--- config.mk ---
export PLATFORM = sky130hd
export DESIGN_NAME = pulse_distance_word_transmitter_unit
export DESIGN_NICKNAME = d
export VERILOG_FILES = /design/src/sv/pdwt_pkg.sv /design/src/sv/pdwt_step.sv /design/src/sv/pulse_distance_word_transmitter_unit.sv
export SDC_FILE = /design/constraint.sdc
export NUM_CORES = 1
export LEC_CHECK = 0
export BUFFER_PORTS_ARGS = -buffer_cell sky130_fd_sc_hd__buf_2
export CAP_MARGIN = 20
export CORE_ASPECT_RATIO = 1.75
export CORE_MARGIN = 5
export CORE_UTILIZATION = 40
export CTS_CLUSTER_SIZE = 25
export DETAILED_ROUTE_END_ITERATION = 10
export HOLD_SLACK_MARGIN = 0.02
export SKIP_LAST_GASP = 1
export SYNTH_ARGS = -nofsm -noshare
export SYNTH_HDL_FRONTEND = slang
export SYNTH_HIERARCHICAL = 1
export SYNTH_SLANG_ARGS = --single-unit
--- constraint.sdc ---
create_clock -name clk -period 4.5 [get_ports clk]
set_clock_uncertainty 0.1 [all_clocks]
set_input_delay 0.45 -clock clk [delete_from_list [all_inputs] [get_ports clk]]
set_output_delay 0.45 -clock clk [all_outputs]
set_load 0.05 [all_outputs]
--- src/sv/pdwt_pkg.sv ---
// Shared constants, register indexes and types of the pulse-distance word transmitter.
`default_nettype none
package pdwt_pkg;

  // Number of data bits sent in one frame, most significant bit first.
  localparam int DATA_BITS = 16;
  localparam int WORD_W    = 16;
  localparam int TICK_W    = 16;

  // Configuration registers.
  localparam int NUM_REGS  = 7;
  localparam int REG_IDX_W = $clog2(NUM_REGS + 1);

  localparam logic [REG_IDX_W-1:0] R_LEAD  = REG_IDX_W'(0);
  localparam logic [REG_IDX_W-1:0] R_HLOW  = REG_IDX_W'(1);
  localparam logic [REG_IDX_W-1:0] R_HHIGH = REG_IDX_W'(2);
  localparam logic [REG_IDX_W-1:0] R_BLOW  = REG_IDX_W'(3);
  localparam logic [REG_IDX_W-1:0] R_ZHIGH = REG_IDX_W'(4);
  localparam logic [REG_IDX_W-1:0] R_OHIGH = REG_IDX_W'(5);
  localparam logic [REG_IDX_W-1:0] R_SHIGH = REG_IDX_W'(6);

  localparam logic [TICK_W-1:0] LEAD_RST  = TICK_W'(250);
  localparam logic [TICK_W-1:0] HLOW_RST  = TICK_W'(1000);
  localparam logic [TICK_W-1:0] HHIGH_RST = TICK_W'(700);
  localparam logic [TICK_W-1:0] BLOW_RST  = TICK_W'(250);
  localparam logic [TICK_W-1:0] ZHIGH_RST = TICK_W'(750);
  localparam logic [TICK_W-1:0] OHIGH_RST = TICK_W'(1750);
  localparam logic [TICK_W-1:0] SHIGH_RST = TICK_W'(1750);

  // Frame phases: lead, header low, header high, a low and a high per bit,
  // stop low and stop high.
  localparam int PH_LAST_BIT_I   = 2 + 2 * DATA_BITS;
  localparam int PH_STOP_HIGH_I  = PH_LAST_BIT_I + 2;
  localparam int PHASE_W         = $clog2(PH_STOP_HIGH_I + 1);

  localparam logic [PHASE_W-1:0] PH_LEAD      = PHASE_W'(0);
  localparam logic [PHASE_W-1:0] PH_HLOW      = PHASE_W'(1);
  localparam logic [PHASE_W-1:0] PH_HHIGH     = PHASE_W'(2);
  localparam logic [PHASE_W-1:0] PH_FIRST_BIT = PHASE_W'(3);
  localparam logic [PHASE_W-1:0] PH_LAST_BIT  = PHASE_W'(PH_LAST_BIT_I);
  localparam logic [PHASE_W-1:0] PH_STOP_LOW  = PHASE_W'(PH_LAST_BIT_I + 1);
  localparam logic [PHASE_W-1:0] PH_STOP_HIGH = PHASE_W'(PH_STOP_HIGH_I);

  // Input operation codes.
  localparam logic OP_TICK = 1'b0;
  localparam logic OP_SEND = 1'b1;

  typedef logic [NUM_REGS-1:0][TICK_W-1:0] cfg_regs_t;

  typedef struct packed {
    logic [PHASE_W-1:0]   phase_index;
    logic [TICK_W-1:0]    ticks_left;
    logic [DATA_BITS-1:0] shift_word;
    logic                 sending;
    logic                 level;
  } tx_state_t;

  typedef struct packed {
    logic line_level;
    logic busy_res;
    logic rejected;
    logic frame_done;
  } tx_result_t;

endpackage
`default_nettype wire

--- src/sv/pdwt_step.sv ---
// Next-state and result logic of the transmitter for one input item.
`default_nettype none
module pdwt_step
  import pdwt_pkg::*;
(
  input  wire tx_state_t         st,
  input  wire cfg_regs_t         cfg,
  input  wire logic              opcode,
  input  wire logic [WORD_W-1:0] data_word,
  output tx_state_t              st_nxt,
  output tx_result_t             res
);

  logic [PHASE_W-1:0] next_phase;
  logic               rej;
  logic               done;

  assign next_phase = PHASE_W'(st.phase_index + 1'b1);

  always_comb begin
    st_nxt = st;
    rej    = 1'b0;
    done   = 1'b0;
    if (opcode == OP_SEND) begin
      if (st.sending) begin
        rej = 1'b1;
      end else begin
        st_nxt.sending     = 1'b1;
        st_nxt.shift_word  = DATA_BITS'(data_word);
        st_nxt.phase_index = PH_LEAD;
        st_nxt.level       = 1'b1;
        st_nxt.ticks_left  = cfg[R_LEAD];
      end
    end else if (st.sending) begin
      if (st.ticks_left <= TICK_W'(1)) begin
        if (st.phase_index >= PH_STOP_HIGH) begin
          st_nxt.sending     = 1'b0;
          st_nxt.level       = 1'b1;
          st_nxt.ticks_left  = '0;
          st_nxt.phase_index = PH_LEAD;
          done               = 1'b1;
        end else begin
          st_nxt.phase_index = next_phase;
          priority if (next_phase == PH_HLOW) begin
            st_nxt.level      = 1'b0;
            st_nxt.ticks_left = cfg[R_HLOW];
          end else if (next_phase == PH_HHIGH) begin
            st_nxt.level      = 1'b1;
            st_nxt.ticks_left = cfg[R_HHIGH];
          end else if (next_phase >= PH_FIRST_BIT && next_phase <= PH_LAST_BIT) begin
            // Bit phases start at an odd index: odd is the low, even the high.
            if (next_phase[0]) begin
              st_nxt.level      = 1'b0;
              st_nxt.ticks_left = cfg[R_BLOW];
            end else begin
              st_nxt.level      = 1'b1;
              st_nxt.ticks_left = st.shift_word[DATA_BITS-1] ? cfg[R_OHIGH] : cfg[R_ZHIGH];
              st_nxt.shift_word = st.shift_word << 1;
            end
          end else if (next_phase == PH_STOP_LOW) begin
            st_nxt.level      = 1'b0;
            st_nxt.ticks_left = cfg[R_BLOW];
          end else begin
            st_nxt.level      = 1'b1;
            st_nxt.ticks_left = cfg[R_SHIGH];
          end
        end
      end else begin
        st_nxt.ticks_left = st.ticks_left - 1'b1;
      end
    end
  end

  assign res.line_level = st_nxt.level;
  assign res.busy_res   = st_nxt.sending;
  assign res.rejected   = rej;
  assign res.frame_done = done;

endmodule
`default_nettype wire

--- src/sv/pulse_distance_word_transmitter_unit.sv ---
// Top level of the pulse-distance word transmitter: channels, registers and frame state.
`default_nettype none
// The unit sends a 16-bit word, most significant bit first, on one line as a
// pulse-distance frame: a lead high, a header low and high, then for every bit a
// fixed low followed by a short high (zero) or a long high (one), and finally a stop
// low and a stop high, after which the line idles high again. Every input item is
// either one time tick (opcode 0) or a request to send data_word (opcode 1); each
// item yields exactly one result item carrying the line level, the busy flag, a
// flag for a send request dropped because a frame was already in progress, and a
// flag on the tick that ends the stop high period. All period lengths are tick
// counts held in seven configuration registers, written through cfg_we, cfg_index
// and cfg_wdata; indexes beyond the last register are ignored, and a value of zero
// behaves as one tick. The unit takes one item every clock cycle while results are
// taken: an item is held in an input register, the frame state and result are
// worked out in one pass of logic, and the result is loaded into the output
// register once that register is empty or being read. While a result waits, the
// input register can still take one more item; after that the input side stalls
// until the waiting result is taken.
module pulse_distance_word_transmitter_unit
  import pdwt_pkg::*;
(
  input  wire logic                 clk,
  input  wire logic                 rst_n,
  // Input channel
  input  wire logic                 in_valid,
  output logic                      in_ready,
  input  wire logic                 in_opcode,
  input  wire logic [WORD_W-1:0]    in_data_word,
  // Result channel
  output logic                      out_valid,
  input  wire logic                 out_ready,
  output logic                      out_line_level,
  output logic                      out_busy_res,
  output logic                      out_rejected,
  output logic                      out_frame_done,
  // Configuration port
  input  wire logic                 cfg_we,
  input  wire logic [REG_IDX_W-1:0] cfg_index,
  input  wire logic [TICK_W-1:0]    cfg_wdata
);

  // Configuration registers.
  cfg_regs_t cfg_r;

  // Input register.
  logic              in_valid_r;
  logic              in_opcode_r;
  logic [WORD_W-1:0] in_data_word_r;

  // Frame state and result register.
  tx_state_t  st_r;
  tx_state_t  st_nxt;
  tx_result_t res_nxt;
  tx_result_t res_r;
  logic       out_valid_r;

  logic out_free;
  logic advance;

  // The output register can take a new result when it is empty or being read.
  assign out_free = !out_valid_r || out_ready;
  // An item moves from the input register into the frame state this cycle.
  assign advance  = in_valid_r && out_free;
  assign in_ready = !in_valid_r || out_free;

  always_ff @(posedge clk) begin
    if (!rst_n) begin
      cfg_r[R_LEAD]  <= LEAD_RST;
      cfg_r[R_HLOW]  <= HLOW_RST;
      cfg_r[R_HHIGH] <= HHIGH_RST;
      cfg_r[R_BLOW]  <= BLOW_RST;
      cfg_r[R_ZHIGH] <= ZHIGH_RST;
      cfg_r[R_OHIGH] <= OHIGH_RST;
      cfg_r[R_SHIGH] <= SHIGH_RST;
    end else if (cfg_we && cfg_index < REG_IDX_W'(NUM_REGS)) begin
      cfg_r[cfg_index] <= cfg_wdata;
    end
  end

  always_ff @(posedge clk) begin
    if (!rst_n) begin
      in_valid_r <= 1'b0;
    end else if (in_ready) begin
      in_valid_r <= in_valid;
    end
  end

  always_ff @(posedge clk) begin
    if (in_valid && in_ready) begin
      in_opcode_r    <= in_opcode;
      in_data_word_r <= in_data_word;
    end
  end

  pdwt_step u_step (
    .st        (st_r),
    .cfg       (cfg_r),
    .opcode    (in_opcode_r),
    .data_word (in_data_word_r),
    .st_nxt    (st_nxt),
    .res       (res_nxt)
  );

  always_ff @(posedge clk) begin
    if (!rst_n) begin
      st_r.phase_index <= PH_LEAD;
      st_r.ticks_left  <= '0;
      st_r.shift_word  <= '0;
      st_r.sending     <= 1'b0;
      st_r.level       <= 1'b1;
      out_valid_r      <= 1'b0;
    end else begin
      if (advance) begin
        st_r <= st_nxt;
      end
      if (out_free) begin
        out_valid_r <= in_valid_r;
      end
    end
  end

  always_ff @(posedge clk) begin
    if (advance) begin
      res_r <= res_nxt;
    end
  end

  assign out_valid      = out_valid_r;
  assign out_line_level = res_r.line_level;
  assign out_busy_res   = res_r.busy_res;
  assign out_rejected   = res_r.rejected;
  assign out_frame_done = res_r.frame_done;

  // The line is high whenever no frame is in progress.
  a_idle_high: assert property (@(posedge clk) disable iff (!rst_n)
    !st_r.sending |-> st_r.level)
    else $error("line low while idle");

  // The phase never runs past the stop high period.
  a_phase_range: assert property (@(posedge clk) disable iff (!rst_n)
    st_r.phase_index <= PH_STOP_HIGH)
    else $error("phase index out of range");

  // A finished frame leaves the unit idle.
  a_done_idle: assert property (@(posedge clk) disable iff (!rst_n)
    out_valid && out_frame_done |-> !out_busy_res && out_line_level)
    else $error("frame done while still busy");

  // A dropped request and the end of a frame come from different item kinds.
  a_rej_done: assert property (@(posedge clk) disable iff (!rst_n)
    out_valid && out_rejected |-> !out_frame_done && out_busy_res)
    else $error("rejection inconsistent with state");

  // A waiting result is not overwritten by a new item.
  a_hold: assert property (@(posedge clk) disable iff (!rst_n)
    out_valid && !out_ready |=> out_valid && $stable(res_r))
    else $error("stalled result changed");

endmodule
`default_nettype wire

; ---- Word-level counts from Yosys, hierarchy flattened
; Index checks and enable logic that the tools add are counted.
[op_classes]
n_addsub = 2
multipliers = 0
n_div = 0
magnitude_cmp = 7
eq_ne = 8
shift = 0
n_mux = 30
bitwise = 2
n_reduce_logical = 16
[ops]
columns = operator, count
row1 = $mux W16, 13
row2 = $mux W40, 3
row3 = $bwmux W112, 1
row4 = $demux W16 S3, 1
row5 = $mux W22, 1
row6 = $mux W18, 1
row7 = $le A16 B1 Y1 const B, 1
row8 = $sub A16 B1 Y16 const B, 1
row9 = $ne A2 B2 Y1 const B, 5
row10 = $mux W1, 9
row11 = $reduce_and A9 Y1, 1
row12 = $add A6 B1 Y6 const B, 1
row13 = $eq A6 B1 Y1 const B, 1
row14 = $eq A6 B2 Y1 const B, 1
row15 = $eq A6 B6 Y1 const B, 1
row16 = $ge A6 B2 Y1 const B, 1
row17 = $ge A6 B6 Y1 const B, 1
row18 = $le A6 B6 Y1 const B, 1
row19 = $mux W6, 1
row20 = $reduce_bool A2 Y1, 3
row21 = $logic_and A1 B1 Y1, 5
row22 = $lt A3 B4 Y1 const B, 1
row23 = $reduce_and A4 Y1, 1
row24 = $ge A3 B1 Y1 const B, 1
row25 = 6 further kinds, 9
[totals]
reg_bits = 175
latchBits = 0
ram_bits = 0
mem_bits_ro = 0
output_inout_bits = 6
elab_cells = 85
n_memories = 0

; ---- Logic depth before layout (Yosys ltp)
[logic_depth]
depth_word = 10
depth_mapped = 14
mapped_depth_nobuf = 10

; ---- Cells and area by module
; Netlist, hierarchy kept.
[modules_own_cells]
columns = module, n_inst, cells_each, area_each_um2, seq_area_each_um2
row1 = pulse_distance_word_transmitter_unit, 1, 595, 6124.6, 3713.6
row2 = pdwt_step, 1, 527, 3355.7, 0.0

; ---- Least setup slack after synthesis
; Ideal clock, no wire load.
[synth_timing]
kind = reg2reg
from = register st_r[34] (netlist name)
to = register st_r[25] (netlist name)
setup_time_ps = 126
t_arrival_ps = 2868
required_ps = 4274
setup_slack_ps = 1406
path_stages_with_launch = 13
path_buffers = 3
cell_sequence = dfxtp_1 clkbuf_1 inv_1 clkbuf_1 ha_1 and3_1 a32oi_1 buf_2 mux2_2 o32ai_1 o21ai_0 nand2_1 mux2i_1
[synth_lines]
columns = element, line
row1 = from (decl), pulse_distance_word_transmitter_unit.sv:51  ; tx_state_t st_r;
row2 = from (signal assigned), pulse_distance_word_transmitter_unit.sv:114  ; st_r <= st_nxt;

==> impl.org <==
** Logic synthesis
- Predominant post-synthesis flop cell :: dfxtp_1
- Nets in the synthesized netlist :: 1169
- For this run, asynchronously set or reset flops after synthesis account for 0%.
- Post-synthesis average cell area :: roughly 8.4 sq um
- By area the synthesized netlist is led by dfxtp_1 33%, mux2i_1 12%, nand2_1 7.4%.
- Sequential cells were found to cover slightly below 40% of the synthesized design area.
- The cell count after synthesis came out at roughly 1100.
- Counting flops with a built-in enable in the synthesized netlist gives 21.
- For this run, the number of Yosys warnings is 6.
- The biggest area contributor in the post-synthesis netlist is dfxtp_1.
- Number of library cell types mapped by synthesis :: between 60 and 70
- After synthesis the netlist holds a flip-flop and latch count of about 180.
- Synthesized area :: 9480 sq um
- The top cell type by area accounts for 32.5% of the synthesized area.

** Clock network
- Buffers inserted during clock tree synthesis total 17.
- CTS saw approximately 180 sinks.
- Clock Path Buffers :: 2
- TritonCTS clock tree :: yes
- CTS Root Cell :: clkbuf_16
- Clock Latency Late Sink :: around 450 ps
- Number of buffers inserted by hold repair at cts :: 0
- Once the clock tree was built, the setup fixing pass inserted 0 buffers.
- After clock tree synthesis, the clock-pin slew on the worst setup and hold paths is roughly 70 ps.
- The H-tree generated during clock tree synthesis spans 4 levels.
- Resized cells post-CTS :: 0

** Finish
- Final core occ :: roughly 45%
- Antenna cells :: 0
- Layout Nets :: ~1200
- From synthesis to final layout, the design area changed by 10.2%.
- The finished cells cover between 10000 and 15000 sq um.
- In the final layout, the share of cells above drive strength 1 is 13.7%.

** Hold path
- Along the worst hold path, the cell count comes to 1.
- The min-delay analysis places its worst path in the category in2reg.
- For hold timing, the worst endpoint is in_data_word_r[5].
- The startpoint identified for the worst hold timing path is in_data_word[5].

** STA
- Static timing analysis puts the maximum clock frequency at 299 MHz.
- At the pin with the least slew margin, the transition time is between 1000 and 1500 ps.
- Endpoints failing setup :: 0
- Worst hold-check slack :: about 76 ps
- The worst path in the final design needs a cycle of approximately 3300 ps, including I/O delays and setup.
- Setup repair after global routing left no endpoint under its margin.
- Crit share post-route :: 74.4%
- Aggregate negative setup slack :: 0 ps
- Measured against its own limit, the worst slew margin works out to between 20 and 30%.
- Pins over their slew limit :: 0
- Number of hold violations in the final report :: 0

** Die
- In this run the standard cell core region covers 23300 sq um.
- Once the floorplan was initialized, standard cells occupied between 40% and 50% of the core.
- The floorplan has 74 rows.
- Height of the die :: about 210 microns
- Measured along the x axis, the die boundary spans around 130 microns.
- Die Outline Area :: 27000 sq um
- In this run the count of I/O pins placed on the die edge is 47.

** Global routing
- Summed over all layers, the global routing overflow is 0.
- The via count of the first global-routing pass came to ~8000.
- Wire length of the first global-routing pass :: about 43000 microns
- In the global route stage, overall resource usage came out at 20.1%.
- Entering global routing, the biggest net connects 90 pins.
- The initial antenna violation count is 0.

** Run
- Max cap viols :: 0

** Worst setup path
- Worst r2r path cells :: 9
- The worst register-to-register path ends at st_r[29].
- STA classifies the critical path endpoint as a register.
- Critical-path cell with the highest stage delay :: a21o_1
- Data required time at the worst endpoint :: roughly 4700 ps
- STA classifies the critical path startpoint as a register.
- The critical path is of the reg2reg type.
- Data arrival time of the critical path :: between 3000 and 4000 ps
- On the worst path, the slowest cell contributes a delay of 620 ps.
- Traced cell by cell, the critical path runs through ha_1, nand2_1, o21ai_1, a21o_1, nand2_1, o21ai_0, o31ai_1, nand2_1, mux2i_1.
- Across all register-to-register paths, the minimum setup slack is roughly 1200 ps.
- Dominant cell type by count on the critical path :: nand2_1
- Largest driver fanout on the critical path :: 17
- Launch point of the worst reg-to-reg path :: st_r[34]

** Power
- The analysis attributes to cell leakage a power of about 3.9 nW.
- Clock network fraction of total power :: 42.3%
- The internal portion of the total power is 2.72 mW.
- Sw Pwr :: 0.946 mW
- Peak supply drop :: 0.273 mV
- Power comes to about 3.7 mW.
- In this run the power density over the cells is about 350 nW/um^2.
- Combinational cells account for between 10% and 20% of the total power.
- Of the total power, the share spent switching nets is roughly a quarter.
- Of the total power, registers draw 45.7%.

** Placed design
- Routability-driven placement finished with a final weighted congestion of about 0.92.
- The HPWL after detailed placement is 18300 microns.
- IO buf count :: 46
- Instance area at placement :: around 9800 sq um

** Route
- Post-DR wirelength/cell :: approximately 19 microns
- DRT iter0 DRCs :: around 570
- Using the TritonRoute via totals, the vias-per-cell ratio works out to 5.76.
- The final layout contains routed wiring with a total length of roughly 27000 microns.
- For this run, design rule violations remaining after detail routing come to 0.
- Across all layers, the routed design uses between 8000 and 9000 vias.
- For this run, the detailed router's first-pass iteration total came to 5.
- Post-route ant nets :: 0

** Run status
- Status :: finished clean
## placed cells by master, fill, tap and decap left out, types with 7 or more instances in the layout
cell and instances:
clkbuf_16 19, or2_2 18, o2111ai_1 16, mux2i_1 113, nor3_1 12, o211ai_1 40
inv_1 15, buf_4 21, o21ai_1 10, a22oi_1 9, buf_2 45, edfxtp_1 21
o32ai_1 12, a31oi_1 14, a21oi_1 32, mux2_2 20, nand2_1 186, o21ai_0 93
nor2_1 45, o22ai_1 7, o31ai_1 11, xnor2_1 8, nand3_1 80, nor4_1 15
dfxtp_1 153
## cell usage after synthesis, drive strengths merged, types with 20 or more instances
| cell type | number |
|---|---|
| nand2 | 186 |
| dfxtp | 154 |
| mux2i | 113 |
| o21ai | 109 |
| nand3 | 81 |
| clkbuf | 66 |
| nor2 | 46 |
| o211ai | 40 |
| buf | 37 |
| a21oi | 32 |
| edfxtp | 21 |
| mux2 | 20 |
## logic make-up (layout without fill, tap and decap cells)
logic type / count (synthesis) / in the layout / synth area share [%]
and+or+nand+nor: 395 / 395 / 19.6
DFF: 175 / 175 / 39.2
xor gates and xnor gates: 12 / 12 / 1.11
buffers and inverters: 118 / 114 / 5.50
adders and majority gates: 6 / 6 / 0.792
muxes: 133 / 133 / 14.3
AOI/OAI and AO/OA: 283 / 283 / 19.5
## critical path: cells and delay by family (launching register included)
| kind | cells | cell delay, ps |
|---|---|---|
| AO/OA/AOI/OAI | 4 | 1400 |
| adder cells (fa/ha/maj) | 1 | 380 |
| flip-flops | 1 | 480 |
| multiplexers | 1 | 80 |
| AND/OR/NAND/NOR | 3 | 730 |
## through the flow
step | std cells | setup WS [ps]
floorplan | 1122 | 1410
detailed placement | 1391 | 1200
finish | 1422 | 1150
global route | 1422 | 841
global placement | 1391 | 1250
CTS | 1422 | 1200
## metal layers
metal / up-vias / track usage (%) / wire length, microns
li1: 4046 / - / -
met1: 3848 / 22.7 / 10900
met2: 227 / 35.6 / 13700
met3: 76 / 3.84 / 1100
met4: 0 / 10.8 / 1130
met5: - / 0 / 0
## power groups by stage
stage | logic [mW] | registers, mW | clock network (mW)
floorplan | 0.329 | 1.69 | 0
global placement | 0.437 | 1.71 | 0
detailed placement | 0.441 | 1.71 | 0
CTS | 0.443 | 1.68 | 1.59
global route | 0.488 | 1.68 | 1.64
finish | 0.442 | 1.67 | 1.55
## flip-flops by register name, indices dropped and copies added, names as in the netlist
signal and flops:
cfg_r 112, st_r 40, in_data_word_r 16, in_opcode_r 1, in_valid_r 1, out_busy_res 1, out_frame_done 1, out_line_level 1
out_rejected 1, out_valid 1
## how the worst max path moves through the flow
| stage | cells after the start | endpoint | start | slack (ps) |
|---|---|---|---|---|
| floorplan | 12 | st_r[25] | st_r[34] | 1410 |
| global placement | 9 | st_r[6] | st_r[34] | 1250 |
| detailed placement | 9 | st_r[29] | st_r[34] | 1200 |
| CTS | 9 | st_r[29] | st_r[34] | 1200 |
| global route | 9 | st_r[29] | st_r[34] | 840 |
| finish | 9 | st_r[29] | st_r[34] | 1150 |
## final cells by class
cell class                 count  area [sq um]
timing repair buffer          68           414
multi-input combinational    829          5260
clock buffer                  24           524
tap                          304           380
fill                        2362         12900
clock inverter                 7          96.3
sequential                   175          3710
inverter                      15          56.3
(Power assumes the default switching activity.)
